[config.mk]
export PLATFORM = sky130hd
export DESIGN_NAME = range_shift_selector_core
export DESIGN_NICKNAME = d
export VERILOG_FILES = /design/src/hw/rtl/rss_pkg.sv /design/src/hw/rtl/range_shift_selector_core.sv
export SDC_FILE = /design/constraint.sdc
export NUM_CORES = 1
export LEC_CHECK = 0
export BUFFER_PORTS_ARGS = -buffer_cell sky130_fd_sc_hd__buf_2
export CAP_MARGIN = 0
export CELL_PAD_IN_SITES_DETAIL_PLACEMENT = 1
export CELL_PAD_IN_SITES_GLOBAL_PLACEMENT = 2
export CORE_UTILIZATION = 34
export DETAILED_ROUTE_END_ITERATION = 8
export PLACE_DENSITY = 0.81
export SLEW_MARGIN = 20
export SYNTH_ARGS = -nofsm -noshare
export SYNTH_HDL_FRONTEND = slang
export SYNTH_SLANG_ARGS = --single-unit
[constraint.sdc]
create_clock -name clk -period 6.5 [get_ports clk]
set_input_delay 0.325 -clock clk [delete_from_list [all_inputs] [get_ports clk]]
set_output_delay 0.325 -clock clk [all_outputs]
set_load 0.01 [all_outputs]
[src/hw/rtl/rss_pkg.sv]
// Shared definitions for the range shift selector: register indexes, microcode
// step and condition codes, the control store, and the per-shift error function.
// Depends on nothing else.
package rss_pkg;

	localparam int SampleWidth = 16;
	localparam int MagWidth    = 15;
	localparam int ShiftWidth  = 5;
	localparam int IndexWidth  = 3;
	localparam int DataWidth   = 15;
	localparam int UpcWidth    = 2;

	localparam logic [IndexWidth-1:0] REG_CURRENT_PRECISION = 3'd0;
	localparam logic [IndexWidth-1:0] REG_NEW_WIDTH         = 3'd1;
	localparam logic [IndexWidth-1:0] REG_SHIFT_TOLERANCE   = 3'd2;
	localparam logic [IndexWidth-1:0] REG_LOW_SHIFT         = 3'd3;
	localparam logic [IndexWidth-1:0] REG_HIGH_SHIFT        = 3'd4;

	localparam logic [UpcWidth-1:0] UPC_WAIT = 2'd0;
	localparam logic [UpcWidth-1:0] UPC_PREV = 2'd1;
	localparam logic [UpcWidth-1:0] UPC_SCAN = 2'd2;
	localparam logic [UpcWidth-1:0] UPC_EMIT = 2'd3;

	localparam logic [1:0] OP_IDLE = 2'd0;
	localparam logic [1:0] OP_PREV = 2'd1;
	localparam logic [1:0] OP_SCAN = 2'd2;
	localparam logic [1:0] OP_EMIT = 2'd3;

	localparam logic [1:0] COND_ACCEPT    = 2'd0;
	localparam logic [1:0] COND_PREV_DONE = 2'd1;
	localparam logic [1:0] COND_SCAN_END  = 2'd2;
	localparam logic [1:0] COND_OUT_FREE  = 2'd3;

	typedef struct packed {
		logic [1:0]          op;
		logic [1:0]          cond;
		logic [UpcWidth-1:0] jump;
		logic [UpcWidth-1:0] fall;
	} ctrl_t;

	function automatic ctrl_t ucode_rom(input logic [UpcWidth-1:0] upc);
		ctrl_t w;
		case (upc)
			UPC_WAIT: w = '{op: OP_IDLE, cond: COND_ACCEPT, jump: UPC_PREV, fall: UPC_WAIT};
			UPC_PREV: w = '{op: OP_PREV, cond: COND_PREV_DONE, jump: UPC_EMIT, fall: UPC_SCAN};
			UPC_SCAN: w = '{op: OP_SCAN, cond: COND_SCAN_END, jump: UPC_EMIT, fall: UPC_SCAN};
			UPC_EMIT: w = '{op: OP_EMIT, cond: COND_OUT_FREE, jump: UPC_WAIT, fall: UPC_EMIT};
			default:  w = '{op: OP_IDLE, cond: COND_ACCEPT, jump: UPC_PREV, fall: UPC_WAIT};
		endcase
		return w;
	endfunction

	// The reconstruction keeps the magnitude bits under a shifted data mask, so
	// the error is the magnitude with those bits cleared.
	function automatic logic [MagWidth-1:0] shift_err(
		input logic [MagWidth-1:0]   mag,
		input logic [3:0]            width,
		input logic [ShiftWidth:0]   s
	);
		logic [6:0]          c;
		logic [6:0]          neg_c;
		logic [MagWidth-1:0] wmask;
		logic [MagWidth-1:0] keep;
		c     = 7'd16 - {3'b000, width} + {s[ShiftWidth], s};
		neg_c = 7'd0 - c;
		if (width == 4'd0) begin
			wmask = '0;
		end else begin
			wmask = (MagWidth'(1) << (width - 4'd1)) - MagWidth'(1);
		end
		if ($signed(c) >= 7'sd16 || $signed(c) <= -7'sd16) begin
			keep = '0;
		end else if ($signed(c) >= 7'sd0) begin
			keep = wmask << c[3:0];
		end else begin
			keep = wmask >> neg_c[3:0];
		end
		return mag & ~keep;
	endfunction

endpackage

[src/hw/rtl/range_shift_selector_core.sv]
// Top level of the range shift selector: configuration registers, a small
// microcoded sequencer and its datapath that tries one candidate shift a cycle.
// Depends on rss_pkg.
//
// Usage: samples enter on the input channel (in_valid, in_stall, sample,
// start_of_block); one shift leaves on the output channel (out_valid, out_stall,
// shift) for every input transaction, in order. Configuration writes use
// cfg_valid, cfg_ready, cfg_index and cfg_data and are always taken. The user
// must make them only while the block is idle; the block does not enforce it.
// Indexes beyond the register list are ignored. An input transaction is
// followed by one step that checks the previous shift. If it is kept, or the
// target width is 16 or more, the sequencer goes straight to the emit step,
// which loads the result register. Otherwise it scans the low shift to the high
// shift, one candidate per cycle, and then goes to the emit step, also when the range is empty.
// The input is taken only while the sequencer waits at its first step. A
// result waits in the output register while the receiver stalls; the next
// sample can still be accepted and worked on, and the sequencer holds at its
// last step until the register frees. Reset empties the output register,
// loads the register defaults and sets the previous shift to -3.
module range_shift_selector_core
	import rss_pkg::*;
(
	input  logic                          clk,
	input  logic                          arst_n,
	input  logic                          in_valid,
	output logic                          in_stall,
	input  logic signed [SampleWidth-1:0] sample,
	input  logic                          start_of_block,
	output logic                          out_valid,
	input  logic                          out_stall,
	output logic signed [ShiftWidth-1:0]  shift,
	input  logic                          cfg_valid,
	output logic                          cfg_ready,
	input  logic [IndexWidth-1:0]         cfg_index,
	input  logic [DataWidth-1:0]          cfg_data
);

	logic [4:0]                   current_precision_q;
	logic [4:0]                   new_width_q;
	logic [DataWidth-1:0]         shift_tolerance_q;
	logic signed [ShiftWidth-1:0] low_shift_q;
	logic signed [ShiftWidth-1:0] high_shift_q;

	logic [UpcWidth-1:0]          upc_q;
	logic signed [ShiftWidth-1:0] prev_q;
	logic signed [ShiftWidth-1:0] chosen_q;
	logic signed [ShiftWidth:0]   cand_q;
	logic [MagWidth-1:0]          mag_q;
	logic [MagWidth-1:0]          best_err_q;
	logic                         out_valid_q;
	logic signed [ShiftWidth-1:0] shift_q;

	ctrl_t                        ctrl;
	logic                         take;
	logic                         in_fire;
	logic                         out_free;
	logic                         wide;
	logic [MagWidth-1:0]          prev_err;
	logic [MagWidth-1:0]          cand_err;
	logic                         scan_end;
	logic [SampleWidth-1:0]       neg_sample;
	logic [MagWidth-1:0]          mag_next;
	logic                         unused_precision;

	assign cfg_ready = 1'b1;
	assign in_stall  = (upc_q != UPC_WAIT);
	assign in_fire   = in_valid & ~in_stall;
	assign out_valid = out_valid_q;
	assign shift     = shift_q;
	assign out_free  = ~out_valid_q | ~out_stall;

	// The sample precision cancels out of the shift arithmetic.
	assign unused_precision = ^current_precision_q;

	assign ctrl     = ucode_rom(upc_q);
	assign wide     = (new_width_q >= 5'd16);
	assign prev_err = shift_err(mag_q, new_width_q[3:0], {prev_q[ShiftWidth-1], prev_q});
	assign cand_err = shift_err(mag_q, new_width_q[3:0], cand_q);
	assign scan_end = (cand_q > $signed({high_shift_q[ShiftWidth-1], high_shift_q}));

	assign neg_sample = 16'd0 - sample;
	always_comb begin
		if (!sample[SampleWidth-1]) begin
			mag_next = sample[MagWidth-1:0];
		end else if (sample == 16'sh8000) begin
			mag_next = 15'h7fff;
		end else begin
			mag_next = neg_sample[MagWidth-1:0];
		end
	end

	always_comb begin
		case (ctrl.cond)
			COND_ACCEPT:    take = in_fire;
			COND_PREV_DONE: take = wide || (prev_err <= shift_tolerance_q);
			COND_SCAN_END:  take = scan_end;
			COND_OUT_FREE:  take = out_free;
			default:        take = 1'b0;
		endcase
	end

	always_ff @(posedge clk or negedge arst_n) begin
		if (!arst_n) begin
			current_precision_q <= 5'd13;
			new_width_q         <= 5'd8;
			shift_tolerance_q   <= '0;
			low_shift_q         <= -5'sd3;
			high_shift_q        <= 5'sd3;
		end else if (cfg_valid && cfg_ready) begin
			case (cfg_index)
				REG_CURRENT_PRECISION: current_precision_q <= cfg_data[4:0];
				REG_NEW_WIDTH:         new_width_q         <= cfg_data[4:0];
				REG_SHIFT_TOLERANCE:   shift_tolerance_q   <= cfg_data;
				REG_LOW_SHIFT:         low_shift_q         <= cfg_data[4:0];
				REG_HIGH_SHIFT:        high_shift_q        <= cfg_data[4:0];
				default: ;
			endcase
		end
	end

	always_ff @(posedge clk or negedge arst_n) begin
		if (!arst_n) begin
			upc_q       <= UPC_WAIT;
			prev_q      <= -5'sd3;
			out_valid_q <= 1'b0;
		end else begin
			upc_q <= take ? ctrl.jump : ctrl.fall;
			if (ctrl.op == OP_IDLE && in_fire && start_of_block) begin
				prev_q <= low_shift_q;
			end
			if (ctrl.op == OP_EMIT && out_free) begin
				out_valid_q <= 1'b1;
				prev_q      <= chosen_q;
			end else if (out_valid_q && !out_stall) begin
				out_valid_q <= 1'b0;
			end
		end
	end

	always_ff @(posedge clk) begin
		case (ctrl.op)
			OP_IDLE: begin
				if (in_fire) begin
					mag_q <= mag_next;
				end
			end
			OP_PREV: begin
				chosen_q   <= wide ? '0 : prev_q;
				best_err_q <= prev_err;
				cand_q     <= {low_shift_q[ShiftWidth-1], low_shift_q};
			end
			OP_SCAN: begin
				if (!scan_end) begin
					if (cand_q != {prev_q[ShiftWidth-1], prev_q} && cand_err < best_err_q) begin
						best_err_q <= cand_err;
						chosen_q   <= cand_q[ShiftWidth-1:0];
					end
					cand_q <= cand_q + 6'sd1;
				end
			end
			OP_EMIT: begin
				if (out_free) begin
					shift_q <= chosen_q;
				end
			end
			default: ;
		endcase
	end

`ifndef SYNTHESIS
	a_accept_starts_program: assert property (@(posedge clk) disable iff (!arst_n)
		in_fire |=> (upc_q == UPC_PREV))
		else $error("accepted sample did not start the program");

	a_result_from_emit: assert property (@(posedge clk) disable iff (!arst_n)
		$rose(out_valid_q) |-> ($past(upc_q) == UPC_EMIT))
		else $error("result appeared outside the emit step");

	a_best_never_grows: assert property (@(posedge clk) disable iff (!arst_n)
		(upc_q == UPC_SCAN) |=> (best_err_q <= $past(best_err_q)))
		else $error("best error grew during the scan");

	a_scan_only_after_miss: assert property (@(posedge clk) disable iff (!arst_n)
		(upc_q == UPC_PREV && wide) |=> (upc_q == UPC_EMIT))
		else $error("wide target entered the scan");
`endif

endmodule
# Yosys cells after proc, flatten, opt, wreduce, memory -nomap -nowiden
# Index checks and enable logic that the tools add are counted.
# classes
addsub,9
multipliers,0
div,0
order_cmp,10
eq_ne,17
shifts,5
mux,23
bitwise_logic,9
reduce_logical,25
# op_table
op,count
$mux W15,9
$pmux W8 S4,1
$and A15 B15 Y15,2
$not A15 Y15,2
$pmux W15 S2,1
$shl A15 B4 Y15,2
$shr A15 B4 Y15,2
$mux W5,5
$eq A16 B16 Y1 const B,1
$le A15 B15 Y1,1
$lt A15 B15 Y1,1
$shl A1 B4 Y15 const A,1
$sub A1 B15 Y15 const A,1
$sub A15 B2 Y15 const B,1
$ge A7 B1 Y1 const B,2
$ge A7 B6 Y1 const B,2
$le A7 B5 Y1 const B,2
$reduce_and A2 Y1,7
$eq A2 B2 Y1 const B,6
$pmux W6 S2,1
$pmux W5 S2,1
$reduce_bool A2 Y1,4
$sub A1 B4 Y4 const A,2
$add A6 B5 Y7,1
25 further kinds,40
# totals
reg_bits,84
latch_bits,0
mem_bits_rw,0
rom_bits,0
input_bits,40
output_inout_bits,8
wordCells,110
memories,0

# Depth between registers and ports, before layout
# depth
ltp_word,14
mapped_depth,31
mapped_depth_nobuf,26

# Least setup slack after synthesis
# No wires, ideal clock.
# synth_path
kind,reg2reg
start,reg new_width_q[0]
end,"reg best_err_q[0], enable pin"
setup_time_ps,404
t_arrival_ps,6642
required_ps,6096
path_slack_ps,-545
stages_incl_launch_ff,31
n_path_buf,8
path_cell_list,dfrtp_1 clkbuf_1 inv_1 ha_1 buf_2 nor2b_1 nand2b_1 clkbuf_1 inv_1 clkbuf_1 buf_1 buf_1 ha_1 buf_1 and3_1 o21ai_0 and3_1 clkbuf_1 o21ai_0 a21oi_1 nand2_1 nor2_1 ha_1 nor2b_1 o21ai_0 nand2b_1 a21oi_1 nor2_1 a2111oi_0 o211ai_1 a21oi_1
# synth_between
elab_chain_cells,13
word_cells_on_any_way,22
cone_classes,add/sub: 5; order compare: 4; eq/ne: 1; shift: 3; mux: 3; bitwise: 2; reduce/logical: 4
# synth_lines
element,line_no,text
"start, declared",range_shift_selector_core.sv:39,logic [4:0] new_width_q;
"start signal, assigned",range_shift_selector_core.sv:112,REG_NEW_WIDTH: new_width_q <= cfg_data[4:0];
"parallel branches: the longest is 6 deep, another holds $add A6 B6 Y7",--,
$mux W15 *,rss_pkg.sv:71,if ($signed(c) >= 7'sd16 || $signed(c) <= -7'sd16) begin
$not A15 Y15 *,rss_pkg.sv:78,return mag & ~keep;
$and A15 B15 Y15 *,rss_pkg.sv:78,
$lt A15 B15 Y1 *,range_shift_selector_core.sv:154,"if (cand_q != {prev_q[ShiftWidth-1], prev_q} && cand_err < best_err_q) begin"
$logic_and A1 B1 Y1 *,range_shift_selector_core.sv:154,
$ne A2 B2 Y1 (no source line) *,--,
$reduce_and A3 Y1 (no source line) *,--,
"end signal, assigned",range_shift_selector_core.sv:149,best_err_q <= prev_err;
"end signal, assigned",range_shift_selector_core.sv:155,best_err_q <= cand_err;
"end, declared",range_shift_selector_core.sv:49,logic [MagWidth-1:0] best_err_q;
# Every way passes the cells marked *.
# A chain may end at the register's enable or synchronous reset.

# Final worst setup path
# layout_path
start,reg new_width_q[1]
end,reg upc_q[0]
# layout_between
elab_chain_cells,13
word_cells_on_any_way,23
cone_classes,add/sub: 5; order compare: 5; shift: 3; mux: 5; bitwise: 2; reduce/logical: 3
# layout_lines
element,line_no,text
"parallel branches: the longest is 10 deep, another holds $le A15 B15 Y1",--,
$logic_or A1 B1 Y1 *,range_shift_selector_core.sv:95,COND_PREV_DONE: take = wide || (prev_err <= shift_tolerance_q);
$pmux W1 S4 *,range_shift_selector_core.sv:93,case (ctrl.cond)
$mux W2 *,range_shift_selector_core.sv:127,upc_q <= take ? ctrl.jump : ctrl.fall;
"end signal, assigned",range_shift_selector_core.sv:127,
"end, declared",range_shift_selector_core.sv:44,logic [UpcWidth-1:0] upc_q;
# Marked as above.

==> impl_metrics.yaml <==
floorplanning:
  die_x_um: 173
  io_pins: 48
  die_h_um: 173
  coreArea_mm2: 0.0288
  dieArea_mm2: 0.0300
  rows: 62
  start_util_pct: 34.7
logic_synthesis:
  yosys-top-cells-count: "nand2_1, nor2_1, o21ai_0"
  synth_cells: 1296
  ys_seq_elements: 84
  yosysMostFrequentCell: "nand2_1"
  synth_area_per_cell_um2: 7.70
  synth_top_area_share_pct: 13.8
  synth_area_leaders: "edfxtp_1, ha_1, dfrtp_1"
  yosys.cell_types.count: 97
  async_reset_ff_share_pct: 45.2
  ys_seq_area_share_pct: 23.5
  synth_fp_nets: 1400
  synth_edf_count: 46
  synth-warning-count: 0
  dominantRegCellSynth: "edfxtp_1"
  synthesis.area_mm2: 0.00998
  synth_area_leader_cell: "edfxtp_1"
route:
  avgRoutedWirePerCell_um: 24.3
  drc: 0
  via_per_inst: 6.30
  wl_um: 41700
  drtAntennaViolNets: 0
  drt-initial-drc-count: 929
  vias: 10799
  drt_pass1_iterations: 5
run:
  drv_cap: 0
timing:
  hold_viol: 0
  fin_setup_tns_ps: 0
  period_share_pct: 93.7
  slew_headroom_pct: 20.9
  fmax_ghz: 0.164
  clock_skew_ps: 9.26
  rsz0062_at_grt: "false"
  setup_viol: 0
  min_period_ps: 6090
  report.final.slew_viol_count: 0
  max_slew.worst_pin.slew_ps: 1170
clock_network:
  insertion_delay_ps: 360
  cts-root-buf: "clkbuf_16"
  cts_sinks: 84
  numCtsBuffers: 9
  ctsHoldBuffers: 0
  htree_levels: 3
  post_cts_buffers: 0
  cts_tree: "built"
  clk_pin_slew_worst_paths_ps: 60
  ctsResizeCount: 0
  clk_path_buf_depth: 2
run_status:
  status: "complete, no violations"
critical_path:
  cp.arrival_ps: 6380
  crit_path_max_incr_delay_ps: 720
  end_kind: "flip-flop"
  crit_path_max_fanout: 13
  cp.required_ps: 6790
  start_kind: "flip-flop"
  slowest_stage: "nand4_1"
  worstSetupPathType: "reg2reg"
layout:
  diodes: 0
  fin_nets: 1428
  drive_gt1_share_pct: 13.9
  syn_to_final_growth_pct: 11.6
  final_core_util_pct: 38.7
place:
  dp_hpwl_um: 32600
  gp_congestion: 0.948
  numPortBuffers: 46
global_routing:
  grt_usage_pct: 27.7
  first_global_vias: 10802
  grt_max_degree: 47
  grt_antenna_before_repair: 0
  grt_pass1_wl_um: 64400
  grt_overflow: 0
worst_hold_path:
  min_path_type: "in2async"
## worst max-delay path: cells and delay by family, from the launching register on
kind	cells	cell delay [ps]
muxes	1	210
AOI/OAI and AO/OA	14	2830
buffers and inverters	3	370
DFF	1	380
adders and majority gates	3	950
and+or+nand+nor	5	1280
## metrics by stage
step / hold WS (ps) / setup slack (ps) / instance area, um^2 / instances
after global placement: 453 / 549 / 10800 / 1697
final: 84.6 / 410 / 11100 / 1713
after global routing: 174 / 9.63 / 11100 / 1713
after CTS: 127 / 300 / 11100 / 1713
after detailed placement: 455 / 314 / 10800 / 1697
after floorplan: 29.4 / 50.7 / 9990 / 1296
## path summary, 6_finish.rpt
check / from / end / slack [ps] / cells after the start
max in group asynchronous: arst_n / high_shift_q[4] / 5850 / 1
min in group clk: out_stall / out_valid / 180 / 3
setup reg to reg: new_width_q[1] / upc_q[0] / 410 / 26
hold reg to reg: chosen_q[3] / shift[3] / 470 / 0
setup / recovery: new_width_q[1] / upc_q[0] / 410 / 26
hold / removal: arst_n / shift_tolerance_q[10] / 80 / 1
## state kept, by name (all words and copies together), names as in the netlist, 6 cells and up
register	count
mag_q	15
cand_q	6
shift_tolerance_q	15
best_err_q	15
## logic make-up (layout without fill, tap and decap cells)
| logic type | Yosys count | in the layout | share of synthesized area [%] |
|---|---|---|---|
| AOI/OAI and AO/OA | 460 | 460 | 32.3 |
| and+or+nand+nor | 453 | 453 | 21.7 |
| buffers and inverters | 151 | 184 | 5.89 |
| DFF | 84 | 84 | 23.5 |
| adders and majority gates | 64 | 64 | 8.18 |
| muxes | 45 | 45 | 4.82 |
| xor gates and xnor gates | 38 | 38 | 3.60 |
| other | 1 | 1 | 0.0376 |
## layout make-up
cell class / count / area (um^2)
Clock buffer: 9 / 225
Inverter: 67 / 251
Tap cell: 384 / 480
Multi-Input combinational cell: 1061 / 7090
Clock inverter: 7 / 91.3
Fill cell: 3485 / 17600
Sequential cell: 84 / 2350
Timing Repair Buffer: 101 / 656
## placed cells by master, fill, tap and decap left out, types with 8 or more instances in the layout
master	synthesis	layout
o22ai_1	17	16
o211ai_1	22	22
o31ai_1	18	18
o21ai_0	101	101
nand4_1	10	10
a21o_1	14	14
nor4_1	16	16
o2111ai_1	13	13
or3_1	14	14
nor2b_1	16	15
dfrtp_1	27	27
nor3_1	46	46
a221oi_1	9	9
nor2_1	116	116
o21a_1	19	19
nand2b_1	14	14
a22oi_1	8	8
buf_4	2	54
a211oi_1	18	18
xor2_1	16	15
ha_1	62	61
mux2_2	20	20
edfxtp_1	46	46
dfstp_2	11	11
inv_1	62	62
xnor2_1	20	20
nand2_1	137	137
a31oi_1	20	20
mux2i_1	24	24
and3_1	12	12
buf_2	5	46
a21oi_1	79	78
clkbuf_16	0	9
nand3_1	35	35
## layer usage
metal | GRT usage, % | wire, um
met1 | 36.5 | 18300
met3 | 3.38 | 2750
met4 | 12.8 | 1730
met5 | 0 | 0
met2 | 45.0 | 18900
Power is left out: the tool's default activity adds up to more than one toggle a clock period on the data nets, which glitch-free logic cannot reach.
